<file path="config.mk">
export PLATFORM = sky130hd
export DESIGN_NAME = length_prefix_deframer_flat
export DESIGN_NICKNAME = d
export VERILOG_FILES = /design/src/rtl/lpd_pkg.sv /design/src/rtl/lpd_in_if.sv /design/src/rtl/lpd_out_if.sv /design/src/rtl/lpd_cfg.sv /design/src/rtl/lpd_core.sv /design/src/rtl/length_prefix_deframer.sv /design/src/flat_wrapper.sv
export SDC_FILE = /design/constraint.sdc
export NUM_CORES = 1
export LEC_CHECK = 0
export BUFFER_PORTS_ARGS = -buffer_cell sky130_fd_sc_hd__clkbuf_2
export CORE_MARGIN = 3
export CORE_UTILIZATION = 53
export DETAILED_ROUTE_END_ITERATION = 12
export HOLD_SLACK_MARGIN = 0.05
export PLACE_DENSITY_LB_ADDON = 0.08
export SETUP_SLACK_MARGIN = 0.5
export SYNTH_ARGS = -nofsm -noshare
export SYNTH_HDL_FRONTEND = slang
export SYNTH_SLANG_ARGS = --single-unit
</file>
<file path="constraint.sdc">
create_clock -name clk -period 3.79 [get_ports clk]
set_input_delay 0.9475 -clock clk [delete_from_list [all_inputs] [get_ports clk]]
set_output_delay 0.9475 -clock clk [all_outputs]
set_load 0.01 [all_outputs]
</file>
<file path="src/rtl/lpd_pkg.sv">
`default_nettype none

package lpd_pkg;

  localparam int unsigned CFG_ADDR_W = 3;
  localparam int unsigned CFG_DATA_W = 32;
  localparam int unsigned LEN_W      = 31;

  localparam logic [0:0] REG_MAX_UNAUTH_LENGTH = 1'b0;
  localparam logic [LEN_W-1:0] MAX_UNAUTH_LENGTH_RST = 31'd1024;

  localparam logic KIND_DATA    = 1'b0;
  localparam logic KIND_RESTART = 1'b1;

  localparam logic [1:0] RES_PAYLOAD  = 2'd0;
  localparam logic [1:0] RES_OVERSIZE = 2'd1;
  localparam logic [1:0] RES_SYNC     = 2'd2;

  typedef struct packed {
    logic       kind;
    logic [7:0] data_byte;
    logic       authorized;
  } item_t;

  typedef struct packed {
    logic [1:0] result_kind;
    logic [7:0] payload_byte;
    logic       last;
  } res_t;

endpackage

`default_nettype wire

</file>
<file path="src/rtl/lpd_in_if.sv">
`default_nettype none

interface lpd_in_if;
  logic       valid;
  logic       ready;
  logic       kind;
  logic [7:0] data_byte;
  logic       authorized;

  modport source (output valid, output kind, output data_byte, output authorized,
                  input ready);
  modport sink (input valid, input kind, input data_byte, input authorized,
                output ready);
endinterface

`default_nettype wire

</file>
<file path="src/rtl/lpd_out_if.sv">
`default_nettype none

interface lpd_out_if;
  logic       valid;
  logic       ready;
  logic [1:0] result_kind;
  logic [7:0] payload_byte;
  logic       last;

  modport source (output valid, output result_kind, output payload_byte, output last,
                  input ready);
  modport sink (input valid, input result_kind, input payload_byte, input last,
                output ready);
endinterface

`default_nettype wire

</file>
<file path="src/rtl/lpd_cfg.sv">
`default_nettype none

module lpd_cfg (
  input  wire logic                               clk,
  input  wire logic                               rst_n,
  input  wire logic                               psel,
  input  wire logic                               penable,
  input  wire logic                               pwrite,
  input  wire logic [lpd_pkg::CFG_ADDR_W-1:0]     paddr,
  input  wire logic [lpd_pkg::CFG_DATA_W-1:0]     pwdata,
  output logic      [lpd_pkg::CFG_DATA_W-1:0]     prdata,
  output logic                                    pready,
  output logic      [lpd_pkg::LEN_W-1:0]          max_len
);

  logic [lpd_pkg::LEN_W-1:0] max_len_r;
  logic                      reg_hit;

  assign reg_hit = (paddr[lpd_pkg::CFG_ADDR_W-1 -: 1] == lpd_pkg::REG_MAX_UNAUTH_LENGTH);
  assign pready  = 1'b1;
  assign max_len = max_len_r;
  assign prdata  = reg_hit ? {1'b0, max_len_r} : '0;

  always_ff @(posedge clk) begin
    if (!rst_n) begin
      max_len_r <= lpd_pkg::MAX_UNAUTH_LENGTH_RST;
    end else if (psel && penable && pwrite && reg_hit) begin
      max_len_r <= pwdata[lpd_pkg::LEN_W-1:0];
    end
  end

endmodule

`default_nettype wire

</file>
<file path="src/rtl/lpd_core.sv">
`default_nettype none

module lpd_core #(
  parameter int PREFIX_BYTES = 4
) (
  input  wire logic                      clk,
  input  wire logic                      rst_n,
  input  wire logic                      in_valid,
  output logic                           in_ready,
  input  wire lpd_pkg::item_t            in_item,
  input  wire logic [lpd_pkg::LEN_W-1:0] max_len,
  output logic                           out_valid,
  input  wire logic                      out_ready,
  output lpd_pkg::res_t                  out_res
);

  localparam logic [2:0] LAST_CNT = 3'(PREFIX_BYTES - 1);

  lpd_pkg::item_t            item_r;
  logic                      item_v_r;
  lpd_pkg::res_t             out_r, res_nxt;
  logic                      out_v_r;

  logic [23:0]               shift_r, shift_nxt;
  logic [2:0]                pcnt_r, pcnt_nxt;
  logic [lpd_pkg::LEN_W-1:0] len_r, len_nxt;
  logic [lpd_pkg::LEN_W-1:0] cnt_r, cnt_nxt;
  logic                      closed_r, closed_nxt;

  logic                      adv, proc, emit;
  logic [31:0]               full;
  logic                      negative;

  assign adv       = !out_v_r || out_ready;
  assign proc      = item_v_r && adv;
  assign in_ready  = !item_v_r || adv;
  assign out_valid = out_v_r;
  assign out_res   = out_r;
  assign full      = {shift_r, item_r.data_byte};
  assign negative  = full[31];

  always_comb begin
    shift_nxt  = shift_r;
    pcnt_nxt   = pcnt_r;
    len_nxt    = len_r;
    cnt_nxt    = cnt_r;
    closed_nxt = closed_r;
    emit       = 1'b0;
    res_nxt    = '{result_kind: lpd_pkg::RES_PAYLOAD, payload_byte: 8'h00, last: 1'b0};
    if (item_r.kind == lpd_pkg::KIND_RESTART) begin
      shift_nxt  = '0;
      pcnt_nxt   = '0;
      len_nxt    = '0;
      cnt_nxt    = '0;
      closed_nxt = 1'b0;
    end else if (!closed_r) begin
      if (len_r != '0) begin
        cnt_nxt              = cnt_r + 1'b1;
        emit                 = 1'b1;
        res_nxt.payload_byte = item_r.data_byte;
        if (cnt_nxt >= len_r) begin
          res_nxt.last = 1'b1;
          len_nxt      = '0;
          cnt_nxt      = '0;
        end
      end else if (pcnt_r != LAST_CNT) begin
        shift_nxt = {shift_r[15:0], item_r.data_byte};
        pcnt_nxt  = pcnt_r + 1'b1;
      end else begin
        shift_nxt = '0;
        pcnt_nxt  = '0;
        cnt_nxt   = '0;
        if (!item_r.authorized && !negative && (full > {1'b0, max_len})) begin
          closed_nxt          = 1'b1;
          len_nxt             = '0;
          emit                = 1'b1;
          res_nxt.result_kind = lpd_pkg::RES_OVERSIZE;
        end else if (negative) begin
          closed_nxt          = 1'b1;
          len_nxt             = '0;
          emit                = 1'b1;
          res_nxt.result_kind = lpd_pkg::RES_SYNC;
        end else begin
          len_nxt = full[lpd_pkg::LEN_W-1:0];
        end
      end
    end
  end

  always_ff @(posedge clk) begin
    if (!rst_n) begin
      item_v_r <= 1'b0;
      out_v_r  <= 1'b0;
      shift_r  <= '0;
      pcnt_r   <= '0;
      len_r    <= '0;
      cnt_r    <= '0;
      closed_r <= 1'b0;
    end else begin
      if (in_ready) begin
        item_v_r <= in_valid;
      end
      if (adv) begin
        out_v_r <= proc && emit;
      end
      if (proc) begin
        shift_r  <= shift_nxt;
        pcnt_r   <= pcnt_nxt;
        len_r    <= len_nxt;
        cnt_r    <= cnt_nxt;
        closed_r <= closed_nxt;
      end
    end
  end

  always_ff @(posedge clk) begin
    if (in_valid && in_ready) begin
      item_r <= in_item;
    end
    if (proc && emit) begin
      out_r <= res_nxt;
    end
  end

endmodule

`default_nettype wire

</file>
<file path="src/rtl/length_prefix_deframer.sv">
// length-prefix deframer
// input channel in_bus: one beat per received byte (kind = data) or a restart
// beat (kind = restart) that clears the framing state. authorized is sampled
// on the beat that completes the big-endian length prefix.
// output channel out_bus: one beat per payload byte (last marks the end of a
// message), or one close beat for an oversize length or a sync error. prefix
// bytes, zero-length messages, restarts and bytes after a close give no beat.
// apb port: register 0 at address 0 holds max_unauth_length (reset 1024).
// a byte is registered in the input register on accept, and its result goes
// to the output register once that register is empty or being taken. throughput:
// one byte per cycle while the receiver does not stall; the framing update is a
// single pass of compare and count logic between the input and output registers.
// when the receiver stalls, the output register holds its beat, the input
// register holds one more byte, then in_bus.ready drops.
// reset (rst_n, synchronous, active low) empties both registers, clears the
// framing state and the closed flag, and loads the register's reset value.
`default_nettype none

module length_prefix_deframer #(
  parameter int PREFIX_BYTES = 4
) (
  input  wire logic                               clk,
  input  wire logic                               rst_n,
  lpd_in_if.sink                                  in_bus,
  lpd_out_if.source                               out_bus,
  input  wire logic                               psel,
  input  wire logic                               penable,
  input  wire logic                               pwrite,
  input  wire logic [lpd_pkg::CFG_ADDR_W-1:0]     paddr,
  input  wire logic [lpd_pkg::CFG_DATA_W-1:0]     pwdata,
  output logic      [lpd_pkg::CFG_DATA_W-1:0]     prdata,
  output logic                                    pready
);

  logic [lpd_pkg::LEN_W-1:0] max_len;
  lpd_pkg::item_t            in_item;
  lpd_pkg::res_t             out_res;
  logic                      in_ready;
  logic                      out_valid;

  assign in_item = '{kind: in_bus.kind, data_byte: in_bus.data_byte,
                     authorized: in_bus.authorized};
  assign in_bus.ready         = in_ready;
  assign out_bus.valid        = out_valid;
  assign out_bus.result_kind  = out_res.result_kind;
  assign out_bus.payload_byte = out_res.payload_byte;
  assign out_bus.last         = out_res.last;

  lpd_cfg u_cfg (
    .clk     (clk),
    .rst_n   (rst_n),
    .psel    (psel),
    .penable (penable),
    .pwrite  (pwrite),
    .paddr   (paddr),
    .pwdata  (pwdata),
    .prdata  (prdata),
    .pready  (pready),
    .max_len (max_len)
  );

  lpd_core #(
    .PREFIX_BYTES (PREFIX_BYTES)
  ) u_core (
    .clk       (clk),
    .rst_n     (rst_n),
    .in_valid  (in_bus.valid),
    .in_ready  (in_ready),
    .in_item   (in_item),
    .max_len   (max_len),
    .out_valid (out_valid),
    .out_ready (out_bus.ready),
    .out_res   (out_res)
  );

endmodule

`default_nettype wire
</file>
<file path="src/flat_wrapper.sv">
// flat-port wrapper written by rule: the top's interface ports become plain ports
module length_prefix_deframer_flat 
#(
  parameter int PREFIX_BYTES = 4
)
  (clk, rst_n, psel, penable, pwrite, paddr, pwdata, prdata, pready, in_bus_valid, in_bus_kind, in_bus_data_byte, in_bus_authorized, in_bus_ready, out_bus_valid, out_bus_result_kind, out_bus_payload_byte, out_bus_last, out_bus_ready);
  lpd_in_if in_bus_i ();
  lpd_out_if out_bus_i ();
  input  wire logic clk;
  input  wire logic rst_n;
  input  wire logic psel;
  input  wire logic penable;
  input  wire logic pwrite;
  input  wire logic [lpd_pkg::CFG_ADDR_W-1:0] paddr;
  input  wire logic [lpd_pkg::CFG_DATA_W-1:0] pwdata;
  output logic      [lpd_pkg::CFG_DATA_W-1:0] prdata;
  output logic pready;
  input wire logic [$bits(in_bus_i.valid)-1:0] in_bus_valid;
  input wire logic [$bits(in_bus_i.kind)-1:0] in_bus_kind;
  input wire logic [$bits(in_bus_i.data_byte)-1:0] in_bus_data_byte;
  input wire logic [$bits(in_bus_i.authorized)-1:0] in_bus_authorized;
  output wire logic [$bits(in_bus_i.ready)-1:0] in_bus_ready;
  output wire logic [$bits(out_bus_i.valid)-1:0] out_bus_valid;
  output wire logic [$bits(out_bus_i.result_kind)-1:0] out_bus_result_kind;
  output wire logic [$bits(out_bus_i.payload_byte)-1:0] out_bus_payload_byte;
  output wire logic [$bits(out_bus_i.last)-1:0] out_bus_last;
  input wire logic [$bits(out_bus_i.ready)-1:0] out_bus_ready;
  assign in_bus_i.valid = in_bus_valid;
  assign in_bus_i.kind = in_bus_kind;
  assign in_bus_i.data_byte = in_bus_data_byte;
  assign in_bus_i.authorized = in_bus_authorized;
  assign in_bus_ready = in_bus_i.ready;
  assign out_bus_valid = out_bus_i.valid;
  assign out_bus_result_kind = out_bus_i.result_kind;
  assign out_bus_payload_byte = out_bus_i.payload_byte;
  assign out_bus_last = out_bus_i.last;
  assign out_bus_i.ready = out_bus_ready;
  length_prefix_deframer #(.PREFIX_BYTES(PREFIX_BYTES)) u_core (.clk(clk), .rst_n(rst_n), .in_bus(in_bus_i), .out_bus(out_bus_i), .psel(psel), .penable(penable), .pwrite(pwrite), .paddr(paddr), .pwdata(pwdata), .prdata(prdata), .pready(pready));
endmodule
</file>
==> impl_metrics.env <==
export IMPL_outcome="completed"
export IMPL_power_static_leakage_nw=3.89
export IMPL_layout_min_cycle_time_ps=3440
export IMPL_regArea_sq_um=3140
export IMPL_rsz0062_at_grt="yes"
export IMPL_port_buf_inserts=92
export IMPL_cell_chain_critical_path="nand4_4 -> nor4_4 -> buf_4 -> nand4_4 -> nor2_2 -> xor2_1 -> ha_1 -> nand4_1 -> nor4_2 -> buf_4 -> nand2_1 -> o221a_4 -> a21o_2 -> clkbuf_16 -> a22o_1"
export IMPL_nFillCells=1153
export IMPL_dp_cell_count=1105
export IMPL_min_path_cells=2
export IMPL_yosys_warnings=0
export IMPL_cts_root_buffer="sky130_fd_sc_hd__clkbuf_16"
export IMPL_data_required_time_at_the_worst_endpoint_ps=4100
export IMPL_finalNetCount=1084
export IMPL_pwr_density_cell_nw_per_um2=381
export IMPL_die_width_um=126
export IMPL_setup_worst_path_start_class="flip-flop"
export IMPL_gp_congestion=0.920
export IMPL_cpMaxStageDelayCell="sky130_fd_sc_hd__dfxtp_4"
export IMPL_max_cap_viol_count=0
export IMPL_cts_made_buffers=17
export IMPL_asyncSetResetFlopFracSynth_pct=0
export IMPL_worst_setup_hold_path_clk_slew_ps=60
export IMPL_wire_length_of_the_first_global_routing_pass_mm=31.3
export IMPL_initial_utilization_pct=54.5
export IMPL_netlist_top_cells_area="sky130_fd_sc_hd__dfxtp_1 (32%), sky130_fd_sc_hd__ha_1 (11%), sky130_fd_sc_hd__edfxtp_1 (8.3%)"
export IMPL_io_pins=98
export IMPL_clock_sinks=144
export IMPL_drt_first_iter_violations=472
export IMPL_timing_setup_tns_ps=0
export IMPL_slew_headroom_pct=16.7
export IMPL_dominantRegCellSynth="sky130_fd_sc_hd__dfxtp_1"
export IMPL_preCtsSetupSlack_ps=184
export IMPL_holdWs_ps=454
export IMPL_critPathKind="reg2reg"
export IMPL_synth_most_common_cell="sky130_fd_sc_hd__dfxtp_1"
export IMPL_worst_ep_arrival_time_ps=3750
export IMPL_drt_drc_violations_left=0
export IMPL_finalSetupViolations=0
export IMPL_cts_htree_levels=4
export IMPL_area_growth_syn_to_layout_pct=21.0
export IMPL_first_global_vias=6459
export IMPL_fin_skew_ps=8.24
export IMPL_timing_worst_slew_pin_value_ps=1240
export IMPL_hold_class="reg2reg"
export IMPL_fp_dieArea_sq_um=15900
export IMPL_routed_antenna_nets=0
export IMPL_timing_reg2reg_worst_path_depth=15
export IMPL_antenna_violations_before_repair=0
export IMPL_n_antenna_cell=0
export IMPL_deepest_clock_path_buffer_count=2
export IMPL_post_dp_hpwl_mm=14.1
export IMPL_chipHeight_um=126
export IMPL_power_total_mw=3.51
export IMPL_fin_ws_ps=348
export IMPL_placedInstanceArea_sq_um=8300
export IMPL_final_instance_area_sq_um=9230
export IMPL_worst_stage_delay_on_the_critical_path_ps=380
export IMPL_detail_route_first_pass_iterations=6
export IMPL_core_area_sq_um=14000
export IMPL_ys_seq_area_share_pct=40.6
export IMPL_clock_fmax_mhz=290
export IMPL_fin_crit_sh_pct=90.8
export IMPL_grt_overflow=0
export IMPL_synthesis_instances=856
export IMPL_grt_total_usage_pct=24.2
export IMPL_crit_fanout=8
export IMPL_avgRoutedWirePerCell_um=16.7
export IMPL_post_syn_area_per_cell_sq_um=8.91
export IMPL_ys_top_cells_by_count="sky130_fd_sc_hd__dfxtp_1 (123), sky130_fd_sc_hd__nor2_1 (94), sky130_fd_sc_hd__nand2_1 (90), sky130_fd_sc_hd__inv_1 (71)"
export IMPL_floorplan_rows=43
export IMPL_post_synth_instance_area_sq_um=7620
export IMPL_synth_edf_count=21
export IMPL_synth_largest_area_cell="sky130_fd_sc_hd__dfxtp_1"
export IMPL_route_detailed_vias_per_inst=5.62
export IMPL_timing_hold_violations_final=0
export IMPL_peakVddDrop_uv=376
export IMPL_critical_path_endpoint_type="flip-flop"
export IMPL_area_of_the_multi_input_gates_sq_um=4130
export IMPL_grt_start_max_net_pins=59
export IMPL_cts_tree="done"
export IMPL_yosysTopAreaCellShare_pct=32.3
export IMPL_final_util_pct=65.9
export IMPL_synth_seq_cells=144
export IMPL_syn_num_nets=972
export IMPL_routed_via_count=6524
export IMPL_clk_latency_ps=430
export IMPL_postRouteWirelength_mm=19.4
export IMPL_final_layout_size_suffix_gt1_share_pct=22.0
export IMPL_final_max_slew_violation_count=0
export IMPL_cts_hold_buffers=0
export IMPL_yosys_cell_types_count=66
export IMPL_finalNonFillerCells=1161
power breakdown:
group	internal [mW]	leakage [nW]	switching (mW)
sequential	1.56	1.19	0.0251
combinational	0.0819	2.40	0.125
clock	1.04	0.300	0.677
final timing paths:
check	from	to	slack, ps
worst max-delay path	u_core.u_core.cnt_r[11]	u_core.u_core.len_r[17]	350
worst min-delay path	u_core.u_cfg.max_len[1]	u_core.u_cfg.max_len[1]	450
worst max register to register	u_core.u_core.cnt_r[11]	u_core.u_core.len_r[17]	350
worst min register to register	u_core.u_cfg.max_len[1]	u_core.u_cfg.max_len[1]	450
layer usage:
layer	vias to the layer above	routed length [um]	share of wire, %	GRT usage, %
li1	3268	-	-	-
met1	3053	9060	47	31.7
met2	169	9120	47	39.9
met3	34	764	3.9	4.96
met4	0	462	2.4	8.77
met5	-	0	0	0
worst max-delay path: cells and delay by family (launching register included):
family,cells,cell delay (ps)
AO/OA/AOI/OAI,3,760
XOR/XNOR,1,90
adder cells (fa/ha/maj),1,300
buffers and inverters,3,520
flip-flops,1,380
AND/OR/NAND/NOR,7,1260
cells by family after synthesis:
family | Yosys count | synth area share [%]
adders and majority gates | 64 | 10.5
muxes | 4 | 0.525
and+or+nand+nor | 300 | 20.0
xor gates and xnor gates | 40 | 4.59
DFF | 144 | 40.6
AOI/OAI and AO/OA | 186 | 17.0
buffers and inverters | 116 | 6.66
other | 2 | 0.0985
area by class of cell:
class,count,area share [%]
clock inverter,15,1.98
tap,180,2.44
inverter,72,2.93
multi-input combinational,596,44.8
clock buffer,17,4.61
sequential,144,34.0
timing repair buffer,137,9.21
registers in the layout, indices dropped and copies added (netlist names):
| register | count |
|---|---|
| u_core.u_core.out_res | 11 |
| u_core.u_core.closed_r | 1 |
| u_core.u_core.cnt_r | 31 |
| u_core.u_core.pcnt_r | 3 |
| u_core.u_core.shift_r | 24 |
| u_core.u_core.out_valid | 1 |
| u_core.u_core.item_v_r | 1 |
| u_core.u_core.item_r | 2 |
| u_core.u_core.len_r | 31 |
| u_core.u_core.full | 8 |
| u_core.u_cfg.max_len | 31 |
cell usage in the layout (no fill, tap or decap), types with 11 or more instances in the layout:
master and n:
sky130_fd_sc_hd__dfxtp_1 107, sky130_fd_sc_hd__clkbuf_2 92, sky130_fd_sc_hd__nand2_1 90, sky130_fd_sc_hd__nor2_1 89, sky130_fd_sc_hd__inv_1 71, sky130_fd_sc_hd__a21oi_1 64, sky130_fd_sc_hd__ha_1 63, sky130_fd_sc_hd__a22o_1 41
sky130_fd_sc_hd__buf_4 41, sky130_fd_sc_hd__a22oi_1 25, sky130_fd_sc_hd__xnor2_1 24, sky130_fd_sc_hd__edfxtp_1 21, sky130_fd_sc_hd__nand4_1 19, sky130_fd_sc_hd__nand3_1 19, sky130_fd_sc_hd__clkbuf_16 19, sky130_fd_sc_hd__xor2_1 16
sky130_fd_sc_hd__o21ai_0 13, sky130_fd_sc_hd__and3_1 13, sky130_fd_sc_hd__nor4_1 11, sky130_fd_sc_hd__dfxtp_4 11
repair_timing:
action	CTS	global route
endpoints found under the setup margin	62	62
gates cloned	0	3
setup buffers	7	14
pin swaps	4	42
resized for setup	15	15
Note: power is estimated with default switching activity, not from simulation.
